--- src/rtl/itoa_pkg.sv ---
// ----------------------------------------------------------------------------
// itoa_pkg
// Shared types, codes and microcode for the integer to ASCII formatter.
// ----------------------------------------------------------------------------
package itoa_pkg;

    // Format selector codes
    localparam logic [2:0] FMT_SDEC = 3'd0;
    localparam logic [2:0] FMT_UDEC = 3'd1;
    localparam logic [2:0] FMT_HEXL = 3'd2;
    localparam logic [2:0] FMT_HEXU = 3'd3;
    localparam logic [2:0] FMT_PTR  = 3'd4;

    // Emission codes
    localparam logic [1:0] EM_NONE  = 2'd0;
    localparam logic [1:0] EM_PFX0  = 2'd1;
    localparam logic [1:0] EM_PFX1  = 2'd2;
    localparam logic [1:0] EM_DIGIT = 2'd3;

    // Datapath operation codes
    localparam logic [1:0] OP_NONE  = 2'd0;
    localparam logic [1:0] OP_DD    = 2'd1;
    localparam logic [1:0] OP_SKIP  = 2'd2;

    // Jump condition codes
    localparam logic [2:0] C_NEXT   = 3'd0;
    localparam logic [2:0] C_ALWAYS = 3'd1;
    localparam logic [2:0] C_IDLE   = 3'd2;
    localparam logic [2:0] C_HEX    = 3'd3;
    localparam logic [2:0] C_DD     = 3'd4;
    localparam logic [2:0] C_SKIP   = 3'd5;
    localparam logic [2:0] C_DIG    = 3'd6;

    // Program steps
    localparam logic [2:0] S_WAIT   = 3'd0;
    localparam logic [2:0] S_PFX0   = 3'd1;
    localparam logic [2:0] S_PFX1   = 3'd2;
    localparam logic [2:0] S_BRANCH = 3'd3;
    localparam logic [2:0] S_DD     = 3'd4;
    localparam logic [2:0] S_SKIP   = 3'd5;
    localparam logic [2:0] S_DIGIT  = 3'd6;
    localparam logic [2:0] S_LOOP   = 3'd7;

    localparam int unsigned NIBBLES  = 16;
    localparam int unsigned BCD_DIGS = 10;
    localparam logic [4:0]  DD_STEPS_M1 = 5'd31;

    // ASCII codes
    localparam logic [6:0] CH_ZERO  = 7'h30;
    localparam logic [6:0] CH_MINUS = 7'h2D;
    localparam logic [6:0] CH_X     = 7'h78;
    localparam logic [6:0] CH_LA    = 7'h61;
    localparam logic [6:0] CH_UA    = 7'h41;

    typedef struct packed {
        logic       in_rdy;
        logic [1:0] emit;
        logic [1:0] op;
        logic [2:0] cond;
        logic [2:0] target;
    } ctl_t;

    typedef struct packed {
        logic start_ok;
        logic is_hex;
        logic dd_more;
        logic skip_more;
        logic dig_more;
        logic stall;
    } status_t;

    // Control store: one word per step
    function automatic ctl_t ucode(input logic [2:0] pc);
        ctl_t w;
        w = '{in_rdy: 1'b0, emit: EM_NONE, op: OP_NONE, cond: C_NEXT, target: S_WAIT};
        unique case (pc)
            S_WAIT:   begin w.in_rdy = 1'b1; w.cond = C_IDLE; w.target = S_WAIT; end
            S_PFX0:   begin w.emit = EM_PFX0; end
            S_PFX1:   begin w.emit = EM_PFX1; end
            S_BRANCH: begin w.cond = C_HEX; w.target = S_SKIP; end
            S_DD:     begin w.op = OP_DD; w.cond = C_DD; w.target = S_DD; end
            S_SKIP:   begin w.op = OP_SKIP; w.cond = C_SKIP; w.target = S_SKIP; end
            S_DIGIT:  begin w.emit = EM_DIGIT; w.cond = C_DIG; w.target = S_DIGIT; end
            S_LOOP:   begin w.cond = C_ALWAYS; w.target = S_WAIT; end
            default:  begin w.cond = C_ALWAYS; w.target = S_WAIT; end
        endcase
        return w;
    endfunction

    // Digit value to ASCII character
    function automatic logic [6:0] digit_char(input logic [3:0] nib, input logic upper);
        logic [6:0] c;
        if (nib < 4'd10)
            c = CH_ZERO + {3'b000, nib};
        else if (upper)
            c = CH_UA + {3'b000, nib} - 7'd10;
        else
            c = CH_LA + {3'b000, nib} - 7'd10;
        return c;
    endfunction

endpackage

--- src/rtl/itoa_req_if.sv ---
// ----------------------------------------------------------------------------
// itoa_req_if
// Request channel: format selector and value, valid/ready handshake.
// ----------------------------------------------------------------------------
interface itoa_req_if;
    logic        valid;
    logic        ready;
    logic [2:0]  req_type;
    logic [63:0] value;

    modport source (output valid, output req_type, output value, input ready);
    modport sink   (input valid, input req_type, input value, output ready);
endinterface

--- src/rtl/itoa_rsp_if.sv ---
// ----------------------------------------------------------------------------
// itoa_rsp_if
// Response channel: one ASCII character per beat, valid/ready handshake.
// ----------------------------------------------------------------------------
interface itoa_rsp_if;
    logic       valid;
    logic       ready;
    logic [6:0] ascii_char;
    logic [4:0] char_index;
    logic       last_char;

    modport source (output valid, output ascii_char, output char_index,
                    output last_char, input ready);
    modport sink   (input valid, input ascii_char, input char_index,
                    input last_char, output ready);
endinterface

--- src/rtl/itoa_seq.sv ---
// ----------------------------------------------------------------------------
// itoa_seq
// Step counter, control store lookup and conditional jump logic.
// ----------------------------------------------------------------------------
module itoa_seq (
    input  logic              clk,
    input  logic              rst_n,
    input  itoa_pkg::status_t status,
    output itoa_pkg::ctl_t    ctl
);

    logic [2:0] pc_reg;
    logic [2:0] pc_next;
    logic       take;

    assign ctl = itoa_pkg::ucode(pc_reg);

    always_comb
    begin
        unique case (ctl.cond)
            itoa_pkg::C_NEXT:   take = 1'b0;
            itoa_pkg::C_ALWAYS: take = 1'b1;
            itoa_pkg::C_IDLE:   take = !status.start_ok;
            itoa_pkg::C_HEX:    take = status.is_hex;
            itoa_pkg::C_DD:     take = status.dd_more;
            itoa_pkg::C_SKIP:   take = status.skip_more;
            itoa_pkg::C_DIG:    take = status.dig_more;
            default:            take = 1'b1;
        endcase
    end

    always_comb
    begin
        if (status.stall)
            pc_next = pc_reg;
        else if (take)
            pc_next = ctl.target;
        else
            pc_next = pc_reg + 3'd1;
    end

    always_ff @(posedge clk or negedge rst_n)
    begin
        if (!rst_n)
            pc_reg <= itoa_pkg::S_WAIT;
        else
            pc_reg <= pc_next;
    end

endmodule

--- src/rtl/itoa_datapath.sv ---
// ----------------------------------------------------------------------------
// itoa_datapath
// Digit register, double-dabble unit, leading-zero skip and output register.
// ----------------------------------------------------------------------------
module itoa_datapath (
    input  logic              clk,
    input  logic              rst_n,
    input  itoa_pkg::ctl_t    ctl,
    input  logic              acc,
    input  logic [2:0]        req_type,
    input  logic [63:0]       value,
    input  logic              out_ready,
    output logic              out_valid,
    output logic [6:0]        ascii_char,
    output logic [4:0]        char_index,
    output logic              last_char,
    output itoa_pkg::status_t status
);

    logic        neg_reg,   ptr_reg,   upper_reg,   hex_reg;
    logic [31:0] mag_reg;
    logic [63:0] dig_reg;
    logic [4:0]  ndig_reg;
    logic [4:0]  dd_cnt_reg;
    logic [4:0]  idx_reg;
    logic        out_valid_reg;
    logic [6:0]  char_reg;
    logic [4:0]  index_reg;
    logic        last_reg;

    logic        out_free;
    logic        need;
    logic        emit_do;
    logic [6:0]  emit_char;
    logic        emit_last;
    logic [39:0] bcd_adj;
    logic [31:0] low;
    logic        fmt_ok;

    assign low      = value[31:0];
    assign fmt_ok   = (req_type <= itoa_pkg::FMT_PTR);
    assign out_free = !out_valid_reg || out_ready;

    // Add three to every BCD digit of five or more before the shift
    always_comb
    begin
        for (int i = 0; i < itoa_pkg::BCD_DIGS; i++)
        begin
            if (dig_reg[i*4 +: 4] >= 4'd5)
                bcd_adj[i*4 +: 4] = dig_reg[i*4 +: 4] + 4'd3;
            else
                bcd_adj[i*4 +: 4] = dig_reg[i*4 +: 4];
        end
    end

    always_comb
    begin
        need      = 1'b0;
        emit_char = itoa_pkg::CH_ZERO;
        emit_last = 1'b0;
        case (ctl.emit)
            itoa_pkg::EM_PFX0:
            begin
                need      = neg_reg || ptr_reg;
                emit_char = neg_reg ? itoa_pkg::CH_MINUS : itoa_pkg::CH_ZERO;
            end
            itoa_pkg::EM_PFX1:
            begin
                need      = ptr_reg;
                emit_char = itoa_pkg::CH_X;
            end
            itoa_pkg::EM_DIGIT:
            begin
                need      = 1'b1;
                emit_char = itoa_pkg::digit_char(dig_reg[63:60], upper_reg);
                emit_last = (ndig_reg == 5'd1);
            end
            default:
            begin
                need = 1'b0;
            end
        endcase
    end

    assign emit_do = need && out_free;

    assign status.start_ok  = acc && fmt_ok;
    assign status.is_hex    = hex_reg;
    assign status.dd_more   = (dd_cnt_reg != 5'd0);
    assign status.skip_more = (dig_reg[63:60] == 4'd0) && (ndig_reg > 5'd1);
    assign status.dig_more  = (ndig_reg > 5'd1);
    assign status.stall     = need && !out_free;

    // Working registers
    always_ff @(posedge clk)
    begin
        if (acc)
        begin
            neg_reg    <= (req_type == itoa_pkg::FMT_SDEC) && low[31];
            ptr_reg    <= (req_type == itoa_pkg::FMT_PTR);
            upper_reg  <= (req_type == itoa_pkg::FMT_HEXU);
            hex_reg    <= (req_type == itoa_pkg::FMT_HEXL) ||
                          (req_type == itoa_pkg::FMT_HEXU) ||
                          (req_type == itoa_pkg::FMT_PTR);
            mag_reg    <= ((req_type == itoa_pkg::FMT_SDEC) && low[31]) ? (~low + 32'd1) : low;
            ndig_reg   <= 5'(itoa_pkg::NIBBLES);
            dd_cnt_reg <= itoa_pkg::DD_STEPS_M1;
            idx_reg    <= 5'd0;
            if (req_type == itoa_pkg::FMT_PTR)
                dig_reg <= value;
            else if ((req_type == itoa_pkg::FMT_HEXL) || (req_type == itoa_pkg::FMT_HEXU))
                dig_reg <= {32'd0, low};
            else
                dig_reg <= 64'd0;
        end
        else
        begin
            if (ctl.op == itoa_pkg::OP_DD)
            begin
                dig_reg    <= {24'd0, bcd_adj[38:0], mag_reg[31]};
                mag_reg    <= {mag_reg[30:0], 1'b0};
                dd_cnt_reg <= dd_cnt_reg - 5'd1;
            end
            else if ((ctl.op == itoa_pkg::OP_SKIP) && status.skip_more)
            begin
                dig_reg  <= {dig_reg[59:0], 4'd0};
                ndig_reg <= ndig_reg - 5'd1;
            end
            if (emit_do)
            begin
                idx_reg <= idx_reg + 5'd1;
                if (ctl.emit == itoa_pkg::EM_DIGIT)
                begin
                    dig_reg  <= {dig_reg[59:0], 4'd0};
                    ndig_reg <= ndig_reg - 5'd1;
                end
            end
        end
    end

    // Output register: hold the beat until the receiver takes it
    always_ff @(posedge clk or negedge rst_n)
    begin
        if (!rst_n)
            out_valid_reg <= 1'b0;
        else if (emit_do)
            out_valid_reg <= 1'b1;
        else if (out_ready)
            out_valid_reg <= 1'b0;
    end

    always_ff @(posedge clk)
    begin
        if (emit_do)
        begin
            char_reg  <= emit_char;
            index_reg <= idx_reg;
            last_reg  <= emit_last;
        end
    end

    assign out_valid  = out_valid_reg;
    assign ascii_char = char_reg;
    assign char_index = index_reg;
    assign last_char  = last_reg;

endmodule

--- src/rtl/integer_to_ascii_formatter_core.sv ---
// ----------------------------------------------------------------------------
// integer_to_ascii_formatter_core
// Formats one integer as ASCII text, one character per response beat.
// ----------------------------------------------------------------------------
// Usage:
//   req carries a format selector (req_type) and a 64-bit value. Signed and
//   unsigned decimal and both hex cases use the low 32 bits; the pointer
//   format prints all 64 bits behind "0x". Selectors 5 to 7 are accepted and
//   dropped without any response beat.
//   rsp returns the text most significant character first; each beat has the
//   character, its position and a last flag on the final character.
// Timing:
//   One request is in flight at a time; req.ready is high only while the
//   sequencer waits for work. After the accept cycle and three prefix and
//   branch steps, decimal requests run a 32-step double-dabble conversion,
//   then skip leading zero nibbles and emit one character per cycle while
//   the receiver does not stall, and one closing step follows; hex and
//   pointer requests branch straight to the skip. The next request is
//   taken only after the closing step, and later when the receiver stalls.
// Reset and stall:
//   Reset returns the sequencer to its wait step and clears the output beat.
//   While rsp.ready is low the pending beat holds and emitting steps halt.
// ----------------------------------------------------------------------------
module integer_to_ascii_formatter_core (
    input  logic     clk,
    input  logic     rst_n,
    itoa_req_if.sink   req,
    itoa_rsp_if.source rsp
);

    itoa_pkg::ctl_t    ctl;
    itoa_pkg::status_t status;
    logic              acc;

    // Take a request only in the wait step
    assign req.ready = ctl.in_rdy;
    assign acc       = req.valid && ctl.in_rdy;

    itoa_seq u_seq (
        .clk    (clk),
        .rst_n  (rst_n),
        .status (status),
        .ctl    (ctl)
    );

    itoa_datapath u_dp (
        .clk        (clk),
        .rst_n      (rst_n),
        .ctl        (ctl),
        .acc        (acc),
        .req_type   (req.req_type),
        .value      (req.value),
        .out_ready  (rsp.ready),
        .out_valid  (rsp.valid),
        .ascii_char (rsp.ascii_char),
        .char_index (rsp.char_index),
        .last_char  (rsp.last_char),
        .status     (status)
    );

endmodule

--- src/flat_wrapper.sv ---
// flat-port wrapper written by rule: the top's interface ports become plain ports
module integer_to_ascii_formatter_core_flat 
  (clk, rst_n, req_valid, req_req_type, req_value, req_ready, rsp_valid, rsp_ascii_char, rsp_char_index, rsp_last_char, rsp_ready);
  itoa_req_if req_i ();
  itoa_rsp_if rsp_i ();
  input  logic clk;
  input  logic rst_n;
  input wire logic [$bits(req_i.valid)-1:0] req_valid;
  input wire logic [$bits(req_i.req_type)-1:0] req_req_type;
  input wire logic [$bits(req_i.value)-1:0] req_value;
  output wire logic [$bits(req_i.ready)-1:0] req_ready;
  output wire logic [$bits(rsp_i.valid)-1:0] rsp_valid;
  output wire logic [$bits(rsp_i.ascii_char)-1:0] rsp_ascii_char;
  output wire logic [$bits(rsp_i.char_index)-1:0] rsp_char_index;
  output wire logic [$bits(rsp_i.last_char)-1:0] rsp_last_char;
  input wire logic [$bits(rsp_i.ready)-1:0] rsp_ready;
  assign req_i.valid = req_valid;
  assign req_i.req_type = req_req_type;
  assign req_i.value = req_value;
  assign req_ready = req_i.ready;
  assign rsp_valid = rsp_i.valid;
  assign rsp_ascii_char = rsp_i.ascii_char;
  assign rsp_char_index = rsp_i.char_index;
  assign rsp_last_char = rsp_i.last_char;
  assign rsp_i.ready = rsp_ready;
  integer_to_ascii_formatter_core u_core (.clk(clk), .rst_n(rst_n), .req(req_i), .rsp(rsp_i));
endmodule
--- config.mk ---
export PLATFORM = sky130hd
export DESIGN_NAME = integer_to_ascii_formatter_core_flat
export DESIGN_NICKNAME = d
export VERILOG_FILES = /design/src/rtl/itoa_pkg.sv /design/src/rtl/itoa_req_if.sv /design/src/rtl/itoa_rsp_if.sv /design/src/rtl/itoa_seq.sv /design/src/rtl/itoa_datapath.sv /design/src/rtl/integer_to_ascii_formatter_core.sv /design/src/flat_wrapper.sv
export SDC_FILE = /design/constraint.sdc
export NUM_CORES = 1
export LEC_CHECK = 0
export BUFFER_PORTS_ARGS = -buffer_cell sky130_fd_sc_hd__buf_2
export CORE_UTILIZATION = 59
export DETAILED_ROUTE_END_ITERATION = 10
export GPL_TIMING_DRIVEN = 0
export PLACE_DENSITY_LB_ADDON = 0.1
export RECOVER_POWER = 50
export SYNTH_ARGS = -nofsm -noshare
export SYNTH_HDL_FRONTEND = slang
export SYNTH_SLANG_ARGS = --single-unit
--- constraint.sdc ---
create_clock -name clk -period 3.3 [get_ports clk]
set_input_delay 0.825 -clock clk [delete_from_list [all_inputs] [get_ports clk]]
set_output_delay 0.825 -clock clk [all_outputs]
set_load 0.05 [all_outputs]
== After elaboration in Yosys (flattened, before gate mapping) ==
Index checks and enable logic that the tools add are counted.
Word-level totals
  logic and storage cells: 127
  register bits after elaboration: 132
  input bits: 71
Operators by class
  equality and inequality tests: 21
  order comparisons: 13
  reductions and logical operators: 21
  mux-type cells: 37
  bitwise gates (word level): 1
  $add $sub $neg: 20
Operators by type and width (number)
  $mux W64: 6
  $mux W32: 4
  $ge A4 B3 Y1 const B: 10
  $add A4 B2 Y4 const B: 9
  $mux W4: 9
  $pmux W6 S6: 1
  $add A32 B1 Y32 const B: 1
  $not A32 Y32: 1
  $mux W5: 5
  $eq A3 B3 Y1 const B: 8
  $pmux W7 S3: 1
  $eq A3 B2 Y1 const B: 6
  $mux W7: 2
  $sub A7 B4 Y7 const B: 2
  $sub A5 B1 Y5 const B: 2
  $logic_not A3 Y1: 3
  $add A6 B4 Y7 const A: 1
  $add A6 B5 Y7 const A: 1
  $add A7 B4 Y7 const A: 1
  $logic_and A1 B1 Y1: 7
  $eq A2 B2 Y1 const B: 3
  $mux W3: 2
  $pmux W1 S6: 1
  $pmux W2 S3: 1
  other kinds (17): 26

== Logic depth before layout (Yosys ltp) ==
Gate-level depths: netlist of run 1.
  depth in word-level cells: 9
  mapped depth: 11
  mapped depth without buffers: 10

== Modules after synthesis ==
From an unflattened synthesis of run 1, not the netlist that was laid out.
Second synthesis, totals
  cell total of the unflattened synthesis: 877
  area total of the unflattened synthesis: 7811.2 sq um
By module, submodules not included
  itoa_datapath: cells each 820, area each 7348.3 sq um, sequential area each 3078.0 sq um, instances 1
  itoa_seq: cells each 56, area each 456.7 sq um, sequential area each 75.1 sq um, instances 1
  integer_to_ascii_formatter_core: cells each 1, area each 6.3 sq um, sequential area each 0.0 sq um, instances 1

== Worst setup path after synthesis of run 1 ==
Ideal clock, no wire load.
  path type: reg2reg
  start point: register u_core.u_seq.pc_reg[0]
  end point: register u_core.u_dp.mag_reg[0] (enable)
  setup time: 0.388 ns
  arrival: 2.942 ns
  setup slack: -0.030 ns
  path buffers: 1
  stages on the path, launching flop included: 9
  path through: dfrtp_1 -> inv_1 -> ha_1 -> nor2b_1 -> nand2_1 -> inv_1 -> buf_2 -> nor2_1 -> inv_1
Between the ends
  cells in the longest elaborated chain, start to end: 4
  elaborated cells between the ends (all ways): 8
Ends and longest elaborated chain
  start: declaration: RTL line itoa_seq.sv:12  | logic [2:0] pc_reg;
  start signal: assignment: RTL line itoa_seq.sv:45  | pc_reg <= itoa_pkg::S_WAIT;
  start signal: assignment: RTL line itoa_seq.sv:47  | pc_reg <= pc_next;
  $logic_not A3 Y1: RTL line itoa_pkg.sv:76  | unique case (pc)
  $mux W1: RTL line itoa_pkg.sv:76
  via req_ready: RTL line flat_wrapper.sv:11  | output wire logic [$bits(req_i.ready)-1:0] req_ready;
  $logic_and A1 B1 Y1: RTL line integer_to_ascii_formatter_core.sv:37  | assign acc = req.valid && ctl.in_rdy;
  $reduce_bool A2 Y1 (no source line)
  end signal: assignment: RTL line itoa_datapath.sv:105  | mag_reg <= ((req_type == itoa_pkg::FMT_SDEC) && low[31]) ? (~low + 32'd1) : low;
  end signal: assignment: RTL line itoa_datapath.sv:121  | mag_reg <= {mag_reg[30:0], 1'b0};
  end: declaration: RTL line itoa_datapath.sv:21  | logic [31:0] mag_reg;
The timed path passes the listed nets, and every way through them passes these cells.
A chain may end at the register's enable or synchronous reset.

== Worst setup path after layout of run 1 ==
  start point: register u_core.u_seq.pc_reg[0]
  end point: register u_core.u_dp.mag_reg[30] (enable)
Between the ends
  cells in the longest elaborated chain, start to end: 4
  elaborated cells between the ends (all ways): 8
Ends and longest elaborated chain (RTL line)
  $eq A3 B3 Y1 or $logic_not A3 Y1 (tied branches): itoa_pkg.sv:76
  $pmux W2 S2 or $mux W1 (tied branches): itoa_pkg.sv:76
  $eq A2 B1 Y1 or $logic_and A1 B1 Y1 (tied branches): itoa_datapath.sv:118, integer_to_ascii_formatter_core.sv:37
  $reduce_bool A2 Y1 (no source line) (*)
Every way passes the cells marked *; elsewhere a longest branch is shown, timed or not.

==> metrics.txt, run 1 <==
# TYPE chip_impl_metric gauge
chip_impl_metric{name="tritoncts.num_buffers",unit=""} 17
chip_impl_metric{name="first_pass_grt_wire_length",unit="mm"} 33.17
chip_impl_metric{name="worstPathArrival",unit="ps"} 3200
chip_impl_info{name="path_delay_family",value="buffers and inverters"} 1
chip_impl_metric{name="die_h",unit="um"} 114.3
chip_impl_metric{name="placement.setup.worst_slack",unit="ps"} -237.1
chip_impl_metric{name="final_period_minus_worst_setup_slack",unit="ps"} 3142
chip_impl_metric{name="share_of_yosys_cell_area_claimed_by_the_top_area_cell_type",unit="%"} 21.26
chip_impl_metric{name="cp.required",unit="ps"} 3360
chip_impl_metric{name="pin_count",unit=""} 86
chip_impl_metric{name="share_comb_of_total_power",unit="%"} 41.5
chip_impl_metric{name="largest_register_ffs",unit=""} 64
chip_impl_metric{name="critPathMaxStageDelay",unit="ps"} 570
chip_impl_metric{name="port_buffers",unit=""} 85
chip_impl_metric{name="nFillCells",unit=""} 970
chip_impl_metric{name="cap_violations",unit=""} 0
chip_impl_info{name="crit_path_start",value="u_core.u_seq.pc_reg[0]"} 1
chip_impl_info{name="crit_slowest_cell",value="sky130_fd_sc_hd__clkinvlp_4"} 1
chip_impl_metric{name="holdBufCountCts",unit=""} 0
chip_impl_metric{name="leakage",unit="nW"} 3.382
chip_impl_metric{name="dpl-instance-area",unit="mm2"} 0.008078
chip_impl_metric{name="post_drt_wl_per_cell",unit="um"} 17.79
chip_impl_metric{name="design_area",unit="mm2"} 0.008710
chip_impl_metric{name="intPower",unit="W"} 0.004830
chip_impl_metric{name="yosys_register_bits",unit=""} 132
chip_impl_metric{name="reg2reg_setup_slack",unit="ps"} 160
chip_impl_metric{name="drc",unit=""} 0
chip_impl_metric{name="synth-edff-count",unit=""} 49
chip_impl_info{name="synth.most_common_cell",value="sky130_fd_sc_hd__nand2_1"} 1
chip_impl_metric{name="maxSlewHeadroom",unit="%"} 44.07
chip_impl_metric{name="p_total",unit="W"} 0.008231
chip_impl_metric{name="final.hold.worst_slack",unit="ps"} 207.0
chip_impl_info{name="r2r_startpoint",value="u_core.u_seq.pc_reg[0]"} 1
chip_impl_metric{name="grt_overflow",unit=""} 0
chip_impl_metric{name="tns",unit="ps"} 0
chip_impl_metric{name="antenna_left",unit=""} 0
chip_impl_metric{name="wl",unit="mm"} 20.40
chip_impl_info{name="worst_setup_path_end_kind",value="flop"} 1
chip_impl_metric{name="clk_latency",unit="ps"} 440
chip_impl_metric{name="antenna_violations_before_repair",unit=""} 0
chip_impl_metric{name="fin_crit_sh",unit="%"} 95.22
chip_impl_info{name="worstSetupPathType",value="reg -> reg"} 1
chip_impl_info{name="run_status",value="complete, no violations"} 1
chip_impl_metric{name="post_synth_num_cell_types",unit=""} 63
chip_impl_metric{name="synthToLayoutAreaGrowth",unit="%"} 17.07
chip_impl_metric{name="drive_gt1_share",unit="%"} 12.36
chip_impl_metric{name="peakVddDrop",unit="uV"} 457.6
chip_impl_metric{name="pwr_per_cell_area",unit="mW/mm2"} 945.1
chip_impl_info{name="cp_cell_sequence",value="inv_1, ha_1, nor2b_1, nand2_1, inv_1, buf_2, nor2_2, clkinvlp_4"} 1
chip_impl_metric{name="worst-path-buf-inv",unit=""} 4
chip_impl_metric{name="cp.depth",unit=""} 8
chip_impl_metric{name="synth.yosys.seq_area_share",unit="%"} 42.38
chip_impl_info{name="timing.critical_path.to",value="u_core.u_dp.mag_reg[30]"} 1
chip_impl_info{name="root_buffer_cell",value="sky130_fd_sc_hd__clkbuf_16"} 1
chip_impl_info{name="ys_top_cells_by_area",value="sky130_fd_sc_hd__dfxtp_1 21%, sky130_fd_sc_hd__edfxtp_1 20%, sky130_fd_sc_hd__nand3_1 5.9%, sky130_fd_sc_hd__nand2_1 5.9%, sky130_fd_sc_hd__ha_1 5.5%"} 1
chip_impl_info{name="cts_tree",value="yes"} 1
chip_impl_metric{name="clk_pin_slew_worst_paths",unit="ps"} 60
chip_impl_info{name="path_common_cell",value="sky130_fd_sc_hd__inv_1"} 1
chip_impl_info{name="timing.hold.worst.class",value="in -> async"} 1
chip_impl_metric{name="async_reset_ff_share",unit="%"} 3.030
chip_impl_metric{name="via_per_inst",unit=""} 6.090
chip_impl_metric{name="share_clk_of_total_power",unit="%"} 24.0
chip_impl_metric{name="fmaxAchievable",unit="MHz"} 318.2
chip_impl_info{name="synth_ff_type",value="sky130_fd_sc_hd__dfxtp_1"} 1
chip_impl_metric{name="detailroute.via_count",unit=""} 6985
chip_impl_metric{name="avgSynthCellArea",unit="um2"} 8.631
chip_impl_metric{name="clock_sinks",unit=""} 132
chip_impl_metric{name="gp_congestion",unit=""} 0.8934
chip_impl_metric{name="worst-slew-pin-transition",unit="ps"} 830.2
chip_impl_metric{name="synth_area",unit="mm2"} 0.007440
chip_impl_info{name="grt_setup_unrepaired",value="no"} 1
chip_impl_metric{name="drt_iter0_markers",unit=""} 783
chip_impl_metric{name="finClkSkew",unit="ps"} 9.244
chip_impl_info{name="synth_top_cell_by_area",value="sky130_fd_sc_hd__dfxtp_1"} 1
chip_impl_metric{name="antennaDiodeCount",unit=""} 0
chip_impl_metric{name="power.net_switching",unit="W"} 0.003401
chip_impl_info{name="post_synth_most_frequent_cells",value="116 x sky130_fd_sc_hd__nand2_1, 87 x sky130_fd_sc_hd__nand3_1, 79 x sky130_fd_sc_hd__dfxtp_1"} 1
chip_impl_metric{name="h-tree-depth",unit=""} 4
chip_impl_metric{name="final_max_slew_viol_count",unit=""} 0
chip_impl_metric{name="fin_worst_setup_slack",unit="ps"} 157.7
chip_impl_metric{name="fp-row-count",unit=""} 40
chip_impl_metric{name="floorplan.core_area",unit="mm2"} 0.01216
chip_impl_metric{name="design.final.nets",unit=""} 1071
chip_impl_metric{name="drt_pre_antenna_iters",unit=""} 7
chip_impl_metric{name="synthesized_nets",unit=""} 966
chip_impl_metric{name="maximum_number_of_pins_on_one_net_before_global_route_repair",unit=""} 19
chip_impl_metric{name="yosysWarningCount",unit=""} 0
chip_impl_metric{name="dpl.hpwl",unit="mm"} 14.87
chip_impl_metric{name="grt_pass1_vias",unit=""} 6682
chip_impl_metric{name="reg2regPathDepth",unit=""} 8
chip_impl_metric{name="start_util",unit="%"} 61.17
chip_impl_metric{name="timing_hold_violations_final",unit=""} 0
chip_impl_metric{name="clock_path_buffers",unit=""} 2
chip_impl_metric{name="grt_util_all_layers",unit="%"} 33.21
chip_impl_info{name="r2r-end",value="u_core.u_dp.mag_reg[30]"} 1
chip_impl_info{name="crit_path_start_kind",value="flop"} 1
chip_impl_metric{name="switching_share",unit="%"} 41.31
chip_impl_metric{name="cp_max_fo",unit=""} 17
chip_impl_metric{name="power_frac_seq",unit="%"} 34.5
chip_impl_metric{name="design.die.area",unit="mm2"} 0.01306
chip_impl_metric{name="report.final.setup_viol",unit=""} 0
chip_impl_metric{name="syn_inst_count",unit=""} 862
chip_impl_metric{name="dieWidth",unit="um"} 114.3
-- power groups by stage --
stage	Clock, W	Combinational, W	Sequential (W)
4_1_cts	0.00198	0.00340	0.00283
6_report	0.00197	0.00341	0.00284
3_3_place_gp	0	0.00318	0.00283
2_1_floorplan	0	0.00232	0.00291
3_5_place_dp	0	0.00333	0.00286
5_1_grt	0.00205	0.00378	0.00291
-- worst min path at each step --
stage | end | cells past startpoint | from | slack [ps]
after detailed placement | u_core.u_dp.dig_reg[41] | 2 | u_core.u_dp.dig_reg[41] | 430
after floorplan | u_core.u_dp.dig_reg[40] | 2 | u_core.u_dp.dig_reg[40] | 410
final | u_core.u_seq.pc_reg[2] | 1 | rst_n | 210
after global placement | u_core.u_dp.dig_reg[43] | 2 | u_core.u_dp.dig_reg[43] | 430
after global routing | u_core.u_seq.pc_reg[1] | 1 | rst_n | 220
after CTS | u_core.u_seq.pc_reg[2] | 1 | rst_n | 170
-- cells in the final DEF (no fill, tap or decap), types with 17 or more instances in the layout --
master / n
sky130_fd_sc_hd__clkbuf_16: 20
sky130_fd_sc_hd__nand3_1: 87
sky130_fd_sc_hd__a21oi_1: 61
sky130_fd_sc_hd__buf_2: 76
sky130_fd_sc_hd__edfxtp_1: 49
sky130_fd_sc_hd__xor2_1: 19
sky130_fd_sc_hd__inv_1: 43
sky130_fd_sc_hd__nor2_1: 46
sky130_fd_sc_hd__o21ai_0: 75
sky130_fd_sc_hd__xnor2_1: 32
sky130_fd_sc_hd__clkbuf_1: 48
sky130_fd_sc_hd__a22oi_1: 17
sky130_fd_sc_hd__nand2_1: 116
sky130_fd_sc_hd__ha_1: 33
sky130_fd_sc_hd__dfxtp_1: 79
-- routing by layer --
metal / wire (um) / track usage, %
met1: 8601 / 43.82
met2: 9392 / 52.57
met3: 2005 / 7.041
met5: 0 / 0
met4: 404 / 14.81
-- cell families after synthesis --
group | Yosys count | share of synthesized area [%]
adder cells (fa/ha/maj) | 33 | 5.550
buffers and inverters | 89 | 4.844
multiplexers | 6 | 0.8241
flip-flops | 132 | 42.38
AND/OR/NAND/NOR | 324 | 20.57
AO/OA/AOI/OAI | 227 | 19.83
XOR/XNOR | 51 | 6.004
-- timing repair --
item                       in CTS  in global routing
cloned                          1                  0
setup endpoints to repair      35                  1
setup buffers                   1                  0
gates resized for setup         3                  0
-- metrics by stage --
stage	utilization, %	cells
6_report	71.62	1147
3_5_place_dp	66.42	1115
3_3_place_gp	66.42	1115
5_1_grt	71.62	1147
2_1_floorplan	-	862
4_1_cts	71.87	1148
-- area by class of cell --
cell class | count | area [um2] | share of cell area (%)
Buffer | 44 | 188.9 | 2.169
Clock buffer | 26 | 573.1 | 6.580
Clock inverter | 5 | 56.30 | 0.6465
Inverter | 44 | 168.9 | 1.939
Multi-Input combinational cell | 641 | 3929 | 45.11
Sequential cell | 132 | 3153 | 36.20
Tap cell | 168 | 210.2 | 2.413
Timing Repair Buffer | 86 | 422.9 | 4.856
Timing Repair inverter | 1 | 7.507 | 0.08619
-- worst register-to-register path: stages, from the launching register on --
cell and delay, ps:
sky130_fd_sc_hd__dfrtp_1 440, sky130_fd_sc_hd__inv_1 120, sky130_fd_sc_hd__ha_1 330, sky130_fd_sc_hd__nor2b_1 200
sky130_fd_sc_hd__nand2_1 170, sky130_fd_sc_hd__inv_1 140, sky130_fd_sc_hd__buf_2 220, sky130_fd_sc_hd__nor2_2 570
sky130_fd_sc_hd__clkinvlp_4 580
No activity file was read; power rests on OpenSTA's default activity.
==> run 2: changes to the inputs <==
--- a/config.mk
+++ b/config.mk
@@ -6,11 +6,14 @@
 export NUM_CORES = 1
 export LEC_CHECK = 0
 export BUFFER_PORTS_ARGS = -buffer_cell sky130_fd_sc_hd__buf_2
+export CAP_MARGIN = 25
 export CORE_UTILIZATION = 59
 export DETAILED_ROUTE_END_ITERATION = 10
 export GPL_TIMING_DRIVEN = 0
 export PLACE_DENSITY_LB_ADDON = 0.1
 export RECOVER_POWER = 50
+export SLEW_MARGIN = 20
 export SYNTH_ARGS = -nofsm -noshare
 export SYNTH_HDL_FRONTEND = slang
+export SYNTH_HIERARCHICAL = 1
 export SYNTH_SLANG_ARGS = --single-unit
==> metrics.txt, run 2 <==
# TYPE chip_impl_metric gauge
chip_impl_info{name="most-common-layout-cells",value="91 x sky130_fd_sc_hd__nand2_1, 79 x sky130_fd_sc_hd__dfxtp_1, 74 x sky130_fd_sc_hd__buf_2"} 1
chip_impl_metric{name="syn_inst_count",unit=""} 875
chip_impl_metric{name="holdBufCountCts",unit=""} 0
chip_impl_metric{name="drt_pre_antenna_iters",unit=""} 8
chip_impl_metric{name="grt_overflow",unit=""} 0
chip_impl_metric{name="antenna_left",unit=""} 0
chip_impl_metric{name="cp.required",unit="ps"} 3660
chip_impl_metric{name="post_drt_wl_per_cell",unit="um"} 18.99
chip_impl_metric{name="antenna_violations_before_repair",unit=""} 0
chip_impl_metric{name="timing_hold_violations_final",unit=""} 0
chip_impl_metric{name="final_max_slew_viol_count",unit=""} 0
chip_impl_metric{name="maximum_number_of_pins_on_one_net_before_global_route_repair",unit=""} 33
chip_impl_metric{name="h-tree-depth",unit=""} 4
chip_impl_metric{name="dpl.hpwl",unit="mm"} 15.06
chip_impl_metric{name="final_period_minus_worst_setup_slack",unit="ps"} 3202
chip_impl_info{name="worstSetupPathType",value="reg -> reg"} 1
chip_impl_info{name="run_status",value="complete, no violations"} 1
chip_impl_metric{name="avgSynthCellArea",unit="um2"} 8.916
chip_impl_metric{name="clk_latency",unit="ps"} 430
chip_impl_metric{name="tns",unit="ps"} 0
chip_impl_metric{name="drc",unit=""} 0
chip_impl_metric{name="drt_iter0_markers",unit=""} 835
chip_impl_metric{name="cp.depth",unit=""} 10
chip_impl_metric{name="start_util",unit="%"} 61.07
chip_impl_metric{name="synth_area",unit="mm2"} 0.007801
chip_impl_metric{name="tritoncts.num_buffers",unit=""} 17
chip_impl_metric{name="worst-path-buf-inv",unit=""} 3
chip_impl_metric{name="synthesized_nets",unit=""} 980
chip_impl_info{name="globalRoute.busiestLayer",value="met2"} 1
chip_impl_info{name="worst_setup_path_end_kind",value="flop"} 1
chip_impl_metric{name="pwr_per_cell_area",unit="mW/mm2"} 958.5
chip_impl_metric{name="grt_pass1_vias",unit=""} 6760
chip_impl_metric{name="fp-row-count",unit=""} 41
chip_impl_info{name="path_common_cell",value="sky130_fd_sc_hd__clkbuf_1"} 1
chip_impl_metric{name="dieWidth",unit="um"} 117.0
chip_impl_metric{name="reg2regPathDepth",unit=""} 10
chip_impl_metric{name="die_h",unit="um"} 117.0
chip_impl_metric{name="gp_congestion",unit=""} 0.9424
chip_impl_metric{name="floorplan.core_area",unit="mm2"} 0.01277
chip_impl_metric{name="multi_input_comb_area",unit="mm2"} 0.004250
chip_impl_metric{name="clock_sinks",unit=""} 132
chip_impl_metric{name="cp_max_fo",unit=""} 10
chip_impl_metric{name="fin_worst_setup_slack",unit="ps"} 98.39
chip_impl_metric{name="clk_pin_slew_worst_paths",unit="ps"} 60
chip_impl_info{name="crit_slowest_cell",value="sky130_fd_sc_hd__clkbuf_1"} 1
chip_impl_metric{name="antennaDiodeCount",unit=""} 0
chip_impl_metric{name="cap_violations",unit=""} 0
chip_impl_info{name="final_common_cell",value="sky130_fd_sc_hd__nand2_1"} 1
chip_impl_metric{name="finClkSkew",unit="ps"} 5.339
chip_impl_metric{name="pin_count",unit=""} 86
chip_impl_metric{name="worstPathArrival",unit="ps"} 3560
chip_impl_metric{name="via_per_inst",unit=""} 6.182
chip_impl_metric{name="fmaxAchievable",unit="MHz"} 312.3
chip_impl_info{name="cp_cell_sequence",value="inv_1, ha_1, and2_0, a21o_2, clkbuf_1, nand3_1, a21oi_1, clkbuf_1, a22oi_1, o21ai_0"} 1
chip_impl_metric{name="fin_crit_sh",unit="%"} 97.02
chip_impl_metric{name="postCtsSetupRepairBufs",unit=""} 0
chip_impl_metric{name="placement.setup.worst_slack",unit="ps"} -675.3
chip_impl_metric{name="peakVddDrop",unit="uV"} 555.8
chip_impl_metric{name="largest_register_ffs",unit=""} 64
chip_impl_metric{name="critPathMaxStageDelay",unit="ps"} 560
chip_impl_info{name="grt_setup_unrepaired",value="no"} 1
chip_impl_info{name="timing.hold.worst.class",value="in -> async"} 1
chip_impl_metric{name="design.die.area",unit="mm2"} 0.01369
chip_impl_metric{name="port_buffers",unit=""} 83
chip_impl_metric{name="wl",unit="mm"} 22.06
chip_impl_metric{name="yosysWarningCount",unit=""} 6
chip_impl_metric{name="maxSlewHeadroom",unit="%"} 36.74
chip_impl_metric{name="report.final.setup_viol",unit=""} 0
chip_impl_metric{name="nFillCells",unit=""} 1032
chip_impl_metric{name="cts_resized",unit=""} 8
chip_impl_metric{name="leakage",unit="nW"} 3.513
chip_impl_metric{name="first_pass_grt_wire_length",unit="mm"} 34.38
chip_impl_metric{name="design.final.nets",unit=""} 1082
chip_impl_metric{name="gr_met3_demand_resource",unit="%"} 7.621
chip_impl_info{name="cts_tree",value="yes"} 1
chip_impl_metric{name="grt_use_met2",unit="%"} 56.13
chip_impl_metric{name="drive_gt1_share",unit="%"} 13.84
chip_impl_metric{name="clock_path_buffers",unit=""} 2
chip_impl_metric{name="synthToLayoutAreaGrowth",unit="%"} 16.66
chip_impl_metric{name="detailroute.via_count",unit=""} 7183
chip_impl_info{name="path_delay_family",value="buffers and inverters"} 1
chip_impl_info{name="crit_path_start_kind",value="flop"} 1
chip_impl_metric{name="finish.utilization",unit="%"} 71.25
chip_impl_metric{name="regArea",unit="mm2"} 0.003153
chip_impl_metric{name="grt_util_all_layers",unit="%"} 33.98
chip_impl_metric{name="worst-slew-pin-transition",unit="ps"} 949.0
chip_impl_metric{name="gr-usage-met1",unit="%"} 41.20
chip_impl_info{name="root_buffer_cell",value="sky130_fd_sc_hd__clkbuf_16"} 1
## run 2: worst register-to-register path, cell delays in order, from the launching register on
cell,delay (ps)
sky130_fd_sc_hd__dfrtp_1,410
sky130_fd_sc_hd__inv_1,150
sky130_fd_sc_hd__ha_1,280
sky130_fd_sc_hd__and2_0,180
sky130_fd_sc_hd__a21o_2,100
sky130_fd_sc_hd__clkbuf_1,290
sky130_fd_sc_hd__nand3_1,390
sky130_fd_sc_hd__a21oi_1,390
sky130_fd_sc_hd__clkbuf_1,560
sky130_fd_sc_hd__a22oi_1,250
sky130_fd_sc_hd__o21ai_0,120
## run 2: where the power goes
group          leakage (nW)  internal (W)  total (W)  switching, W
registers              1.15       0.00246    0.00291      0.000453
logic                  2.03       0.00137    0.00371       0.00234
clock network         0.334       0.00139    0.00210      0.000704
total                  3.51       0.00522    0.00872       0.00350
## run 2: routing by layer
| layer | part of all wire, % | wire length, um | vias to the layer above |
|---|---|---|---|
| met5 | 0 | 0 | - |
| met2 | 47 | 10300 | 329 |
| met1 | 41 | 9136 | 3390 |
| li1 | - | - | 3403 |
| met3 | 7.6 | 1674 | 61 |
| met4 | 4.3 | 953 | 0 |
## run 2: final timing paths
path / start / to / slack, ps
min in group clk: u_core/u_dp/idx_reg[4] / u_core/u_dp/char_index[4] / 450
max in group asynchronous: rst_n / u_core/u_seq/pc_reg[1] / 2890
max: u_core/u_seq/pc_reg[0] / u_core/u_dp/dig_reg[5] / 100
min: rst_n / u_core/u_seq/pc_reg[2] / 220
max reg2reg: u_core/u_seq/pc_reg[0] / u_core/u_dp/dig_reg[5] / 100
min reg2reg: u_core/u_dp/idx_reg[4] / u_core/u_dp/char_index[4] / 450
## run 2: final cells by class
class | count | area share [%]
Inverter | 42 | 1.773
Clock inverter | 4 | 0.7836
Buffer | 51 | 2.791
Tap cell | 172 | 2.365
Clock buffer | 28 | 6.613
Timing Repair Buffer | 83 | 4.330
Sequential cell | 132 | 34.64
Multi-Input combinational cell | 650 | 46.70
## run 2: metrics by stage
step | cell area [um2] | cells | total power [W] | hold slack, ps
6_report | 9101 | 1162 | 0.008724 | 224.0
4_1_cts | 9128 | 1162 | 0.008671 | 186.0
5_1_grt | 9101 | 1162 | 0.009252 | 230.4
3_5_place_dp | 8437 | 1130 | 0.006529 | 440.1
3_3_place_gp | 8437 | 1130 | 0.006458 | 440.6
2_1_floorplan | 7806 | 875 | 0.005549 | 428.0
==> run 3: changes to the inputs <==
--- a/config.mk
+++ b/config.mk
@@ -10,7 +10,7 @@
 export CORE_UTILIZATION = 59
 export DETAILED_ROUTE_END_ITERATION = 10
 export GPL_TIMING_DRIVEN = 0
-export PLACE_DENSITY_LB_ADDON = 0.1
+export PLACE_DENSITY_LB_ADDON = 0.05
 export RECOVER_POWER = 50
 export SLEW_MARGIN = 20
 export SYNTH_ARGS = -nofsm -noshare
==> metrics.txt, run 3 (synthesized netlist as in run 2, its figures left out) <==
# TYPE chip_impl_metric gauge
chip_impl_info{name="worst_setup_path_end_kind",value="flop"} 1
chip_impl_metric{name="die_h",unit="um"} 117.0
chip_impl_metric{name="drive_gt1_share",unit="%"} 13.45
chip_impl_info{name="root_buffer_cell",value="sky130_fd_sc_hd__clkbuf_16"} 1
chip_impl_metric{name="switching_share",unit="%"} 41.39
chip_impl_info{name="cp_cell_sequence",value="inv_1, ha_1, and2_0, a21o_2, clkbuf_1, nand2_1, nor2b_1, buf_2, nor4_4, buf_2, a221o_1"} 1
chip_impl_metric{name="design.die.area",unit="mm2"} 0.01369
chip_impl_metric{name="floorplan.core_area",unit="mm2"} 0.01277
chip_impl_metric{name="fmaxAchievable",unit="MHz"} 319.3
chip_impl_metric{name="port_buffers",unit=""} 83
chip_impl_metric{name="reg2reg_setup_slack",unit="ps"} 170
chip_impl_metric{name="pin_count",unit=""} 86
chip_impl_metric{name="wl",unit="mm"} 22.58
chip_impl_metric{name="postCtsSetupRepairBufs",unit=""} 0
chip_impl_metric{name="share_comb_of_total_power",unit="%"} 43.7
chip_impl_metric{name="clock_path_buffers",unit=""} 2
chip_impl_metric{name="final_period_minus_worst_setup_slack",unit="ps"} 3132
chip_impl_metric{name="worst-slew-pin-transition",unit="ps"} 911.8
chip_impl_metric{name="cp_max_fo",unit=""} 10
chip_impl_metric{name="drc",unit=""} 0
chip_impl_info{name="crit_slowest_cell",value="sky130_fd_sc_hd__nor4_4"} 1
chip_impl_metric{name="tritoncts.num_buffers",unit=""} 17
chip_impl_metric{name="fp-row-count",unit=""} 41
chip_impl_metric{name="design_area",unit="mm2"} 0.009019
chip_impl_metric{name="final.hold.worst_slack",unit="ps"} 217.1
chip_impl_metric{name="fin_worst_setup_slack",unit="ps"} 168.4
chip_impl_metric{name="fin_crit_sh",unit="%"} 94.90
chip_impl_info{name="final_common_cell",value="sky130_fd_sc_hd__nand2_1"} 1
chip_impl_metric{name="gr-usage-met1",unit="%"} 38.81
chip_impl_metric{name="clk_latency",unit="ps"} 430
chip_impl_metric{name="share_clk_of_total_power",unit="%"} 22.2
chip_impl_metric{name="pwr_per_cell_area",unit="mW/mm2"} 947.0
chip_impl_metric{name="maxSlewHeadroom",unit="%"} 39.22
chip_impl_info{name="path_common_cell",value="sky130_fd_sc_hd__buf_2"} 1
chip_impl_metric{name="worstPathArrival",unit="ps"} 3500
chip_impl_metric{name="dpl.hpwl",unit="mm"} 16.36
chip_impl_metric{name="antenna_violations_before_repair",unit=""} 0
chip_impl_metric{name="first_pass_grt_wire_length",unit="mm"} 34.63
chip_impl_metric{name="critPathMaxStageDelay",unit="ps"} 680
chip_impl_metric{name="timing_hold_violations_final",unit=""} 0
chip_impl_info{name="crit_path_start_kind",value="flop"} 1
chip_impl_metric{name="cap_violations",unit=""} 0
chip_impl_info{name="worstSetupPathType",value="reg -> reg"} 1
chip_impl_metric{name="worst-path-buf-inv",unit=""} 4
chip_impl_metric{name="antenna_left",unit=""} 0
chip_impl_metric{name="synthToLayoutAreaGrowth",unit="%"} 15.61
chip_impl_metric{name="intPower",unit="W"} 0.005006
chip_impl_metric{name="leakage",unit="nW"} 3.459
chip_impl_metric{name="cp.required",unit="ps"} 3660
chip_impl_metric{name="start_util",unit="%"} 61.07
chip_impl_info{name="most-common-layout-cells",value="91 x sky130_fd_sc_hd__nand2_1, 79 x sky130_fd_sc_hd__dfxtp_1, 73 x sky130_fd_sc_hd__o21ai_0"} 1
chip_impl_metric{name="report.final.setup_viol",unit=""} 0
chip_impl_metric{name="peakVddDrop",unit="uV"} 522.1
chip_impl_metric{name="power.net_switching",unit="W"} 0.003535
chip_impl_metric{name="drt_iter0_markers",unit=""} 829
chip_impl_metric{name="design.final.nets",unit=""} 1081
chip_impl_metric{name="p_total",unit="W"} 0.008541
chip_impl_metric{name="grt_use_met2",unit="%"} 57.95
chip_impl_metric{name="h-tree-depth",unit=""} 4
chip_impl_metric{name="clock_sinks",unit=""} 132
chip_impl_metric{name="dieWidth",unit="um"} 117.0
chip_impl_metric{name="grt_pass1_vias",unit=""} 6955
chip_impl_metric{name="largest_register_ffs",unit=""} 64
chip_impl_metric{name="power_frac_seq",unit="%"} 34.1
chip_impl_metric{name="via_per_inst",unit=""} 6.274
chip_impl_metric{name="nFillCells",unit=""} 1039
chip_impl_metric{name="detailroute.via_count",unit=""} 7284
chip_impl_metric{name="antennaDiodeCount",unit=""} 0
chip_impl_metric{name="maximum_number_of_pins_on_one_net_before_global_route_repair",unit=""} 33
chip_impl_info{name="grt_setup_unrepaired",value="no"} 1
chip_impl_info{name="cts_tree",value="yes"} 1
chip_impl_metric{name="gr_met3_demand_resource",unit="%"} 7.981
chip_impl_metric{name="drt_pre_antenna_iters",unit=""} 6
chip_impl_metric{name="clk_pin_slew_worst_paths",unit="ps"} 60
chip_impl_metric{name="finClkSkew",unit="ps"} 6.630
chip_impl_info{name="globalRoute.busiestLayer",value="met2"} 1
chip_impl_metric{name="dpl-instance-area",unit="mm2"} 0.008442
chip_impl_metric{name="holdBufCountCts",unit=""} 0
chip_impl_metric{name="gp_congestion",unit=""} 0.9268
chip_impl_metric{name="placement.setup.worst_slack",unit="ps"} -718.5
chip_impl_metric{name="cts_resized",unit=""} 7
chip_impl_metric{name="post_drt_wl_per_cell",unit="um"} 19.45
chip_impl_metric{name="grt_overflow",unit=""} 0
chip_impl_info{name="run_status",value="complete, no violations"} 1
chip_impl_info{name="timing.hold.worst.class",value="in -> async"} 1
chip_impl_metric{name="final_max_slew_viol_count",unit=""} 0
chip_impl_metric{name="grt_util_all_layers",unit="%"} 33.99
chip_impl_info{name="path_delay_family",value="simple AND/OR/NAND/NOR gates"} 1
run 3: final timing paths:
kind | from | cells after the start | end
worst max-delay path | u_core/u_seq/pc_reg[0] | 11 | u_core/u_dp/dig_reg[16]
worst min-delay path | rst_n | 1 | u_core/u_seq/pc_reg[1]
worst max register to register | u_core/u_seq/pc_reg[0] | 11 | u_core/u_dp/dig_reg[16]
worst min register to register | u_core/u_dp/dig_reg[5] | 2 | u_core/u_dp/dig_reg[9]
max in group asynchronous | rst_n | 1 | u_core/u_dp/out_valid
min in group clk | u_core/u_dp/dig_reg[5] | 2 | u_core/u_dp/dig_reg[9]
run 3: final cells by class:
| class | instances | area [um2] | share of cell area, % |
|---|---|---|---|
| Buffer | 49 | 249.0 | 2.761 |
| Clock buffer | 20 | 467.9 | 5.189 |
| Clock inverter | 12 | 125.1 | 1.387 |
| Inverter | 42 | 163.9 | 1.817 |
| Multi-Input combinational cell | 650 | 4247 | 47.09 |
| Sequential cell | 132 | 3153 | 34.96 |
| Tap cell | 172 | 215.2 | 2.386 |
| Timing Repair Buffer | 84 | 397.9 | 4.412 |
run 3: layer usage:
metal | wire length, um | part of all wire (%) | up-vias
met4 | 1076 | 4.8 | 0
met2 | 10560 | 47 | 385
li1 | - | - | 3395
met1 | 9257 | 41 | 3433
met5 | 0 | 0 | -
met3 | 1686 | 7.5 | 71
run 3: power by group through the flow:
stage / combinational [W] / sequential [W] / clock, W
6_report: 0.00373 / 0.00292 / 0.00189
2_1_floorplan: 0.00254 / 0.00301 / 0
3_3_place_gp: 0.00350 / 0.00290 / 0
3_5_place_dp: 0.00367 / 0.00293 / 0
4_1_cts: 0.00371 / 0.00290 / 0.00191
5_1_grt: 0.00408 / 0.00299 / 0.00198
run 3: metrics by stage:
| step | setup TNS, ps | utilization [%] | cells |
|---|---|---|---|
| detailed placement | -4644 | 66.09 | 1131 |
| global route | 0 | 70.60 | 1161 |
| CTS | 0 | 70.84 | 1163 |
| global placement | -14720 | 66.05 | 1130 |
| finish | 0 | 70.60 | 1161 |
| floorplan | 0 | - | 875 |
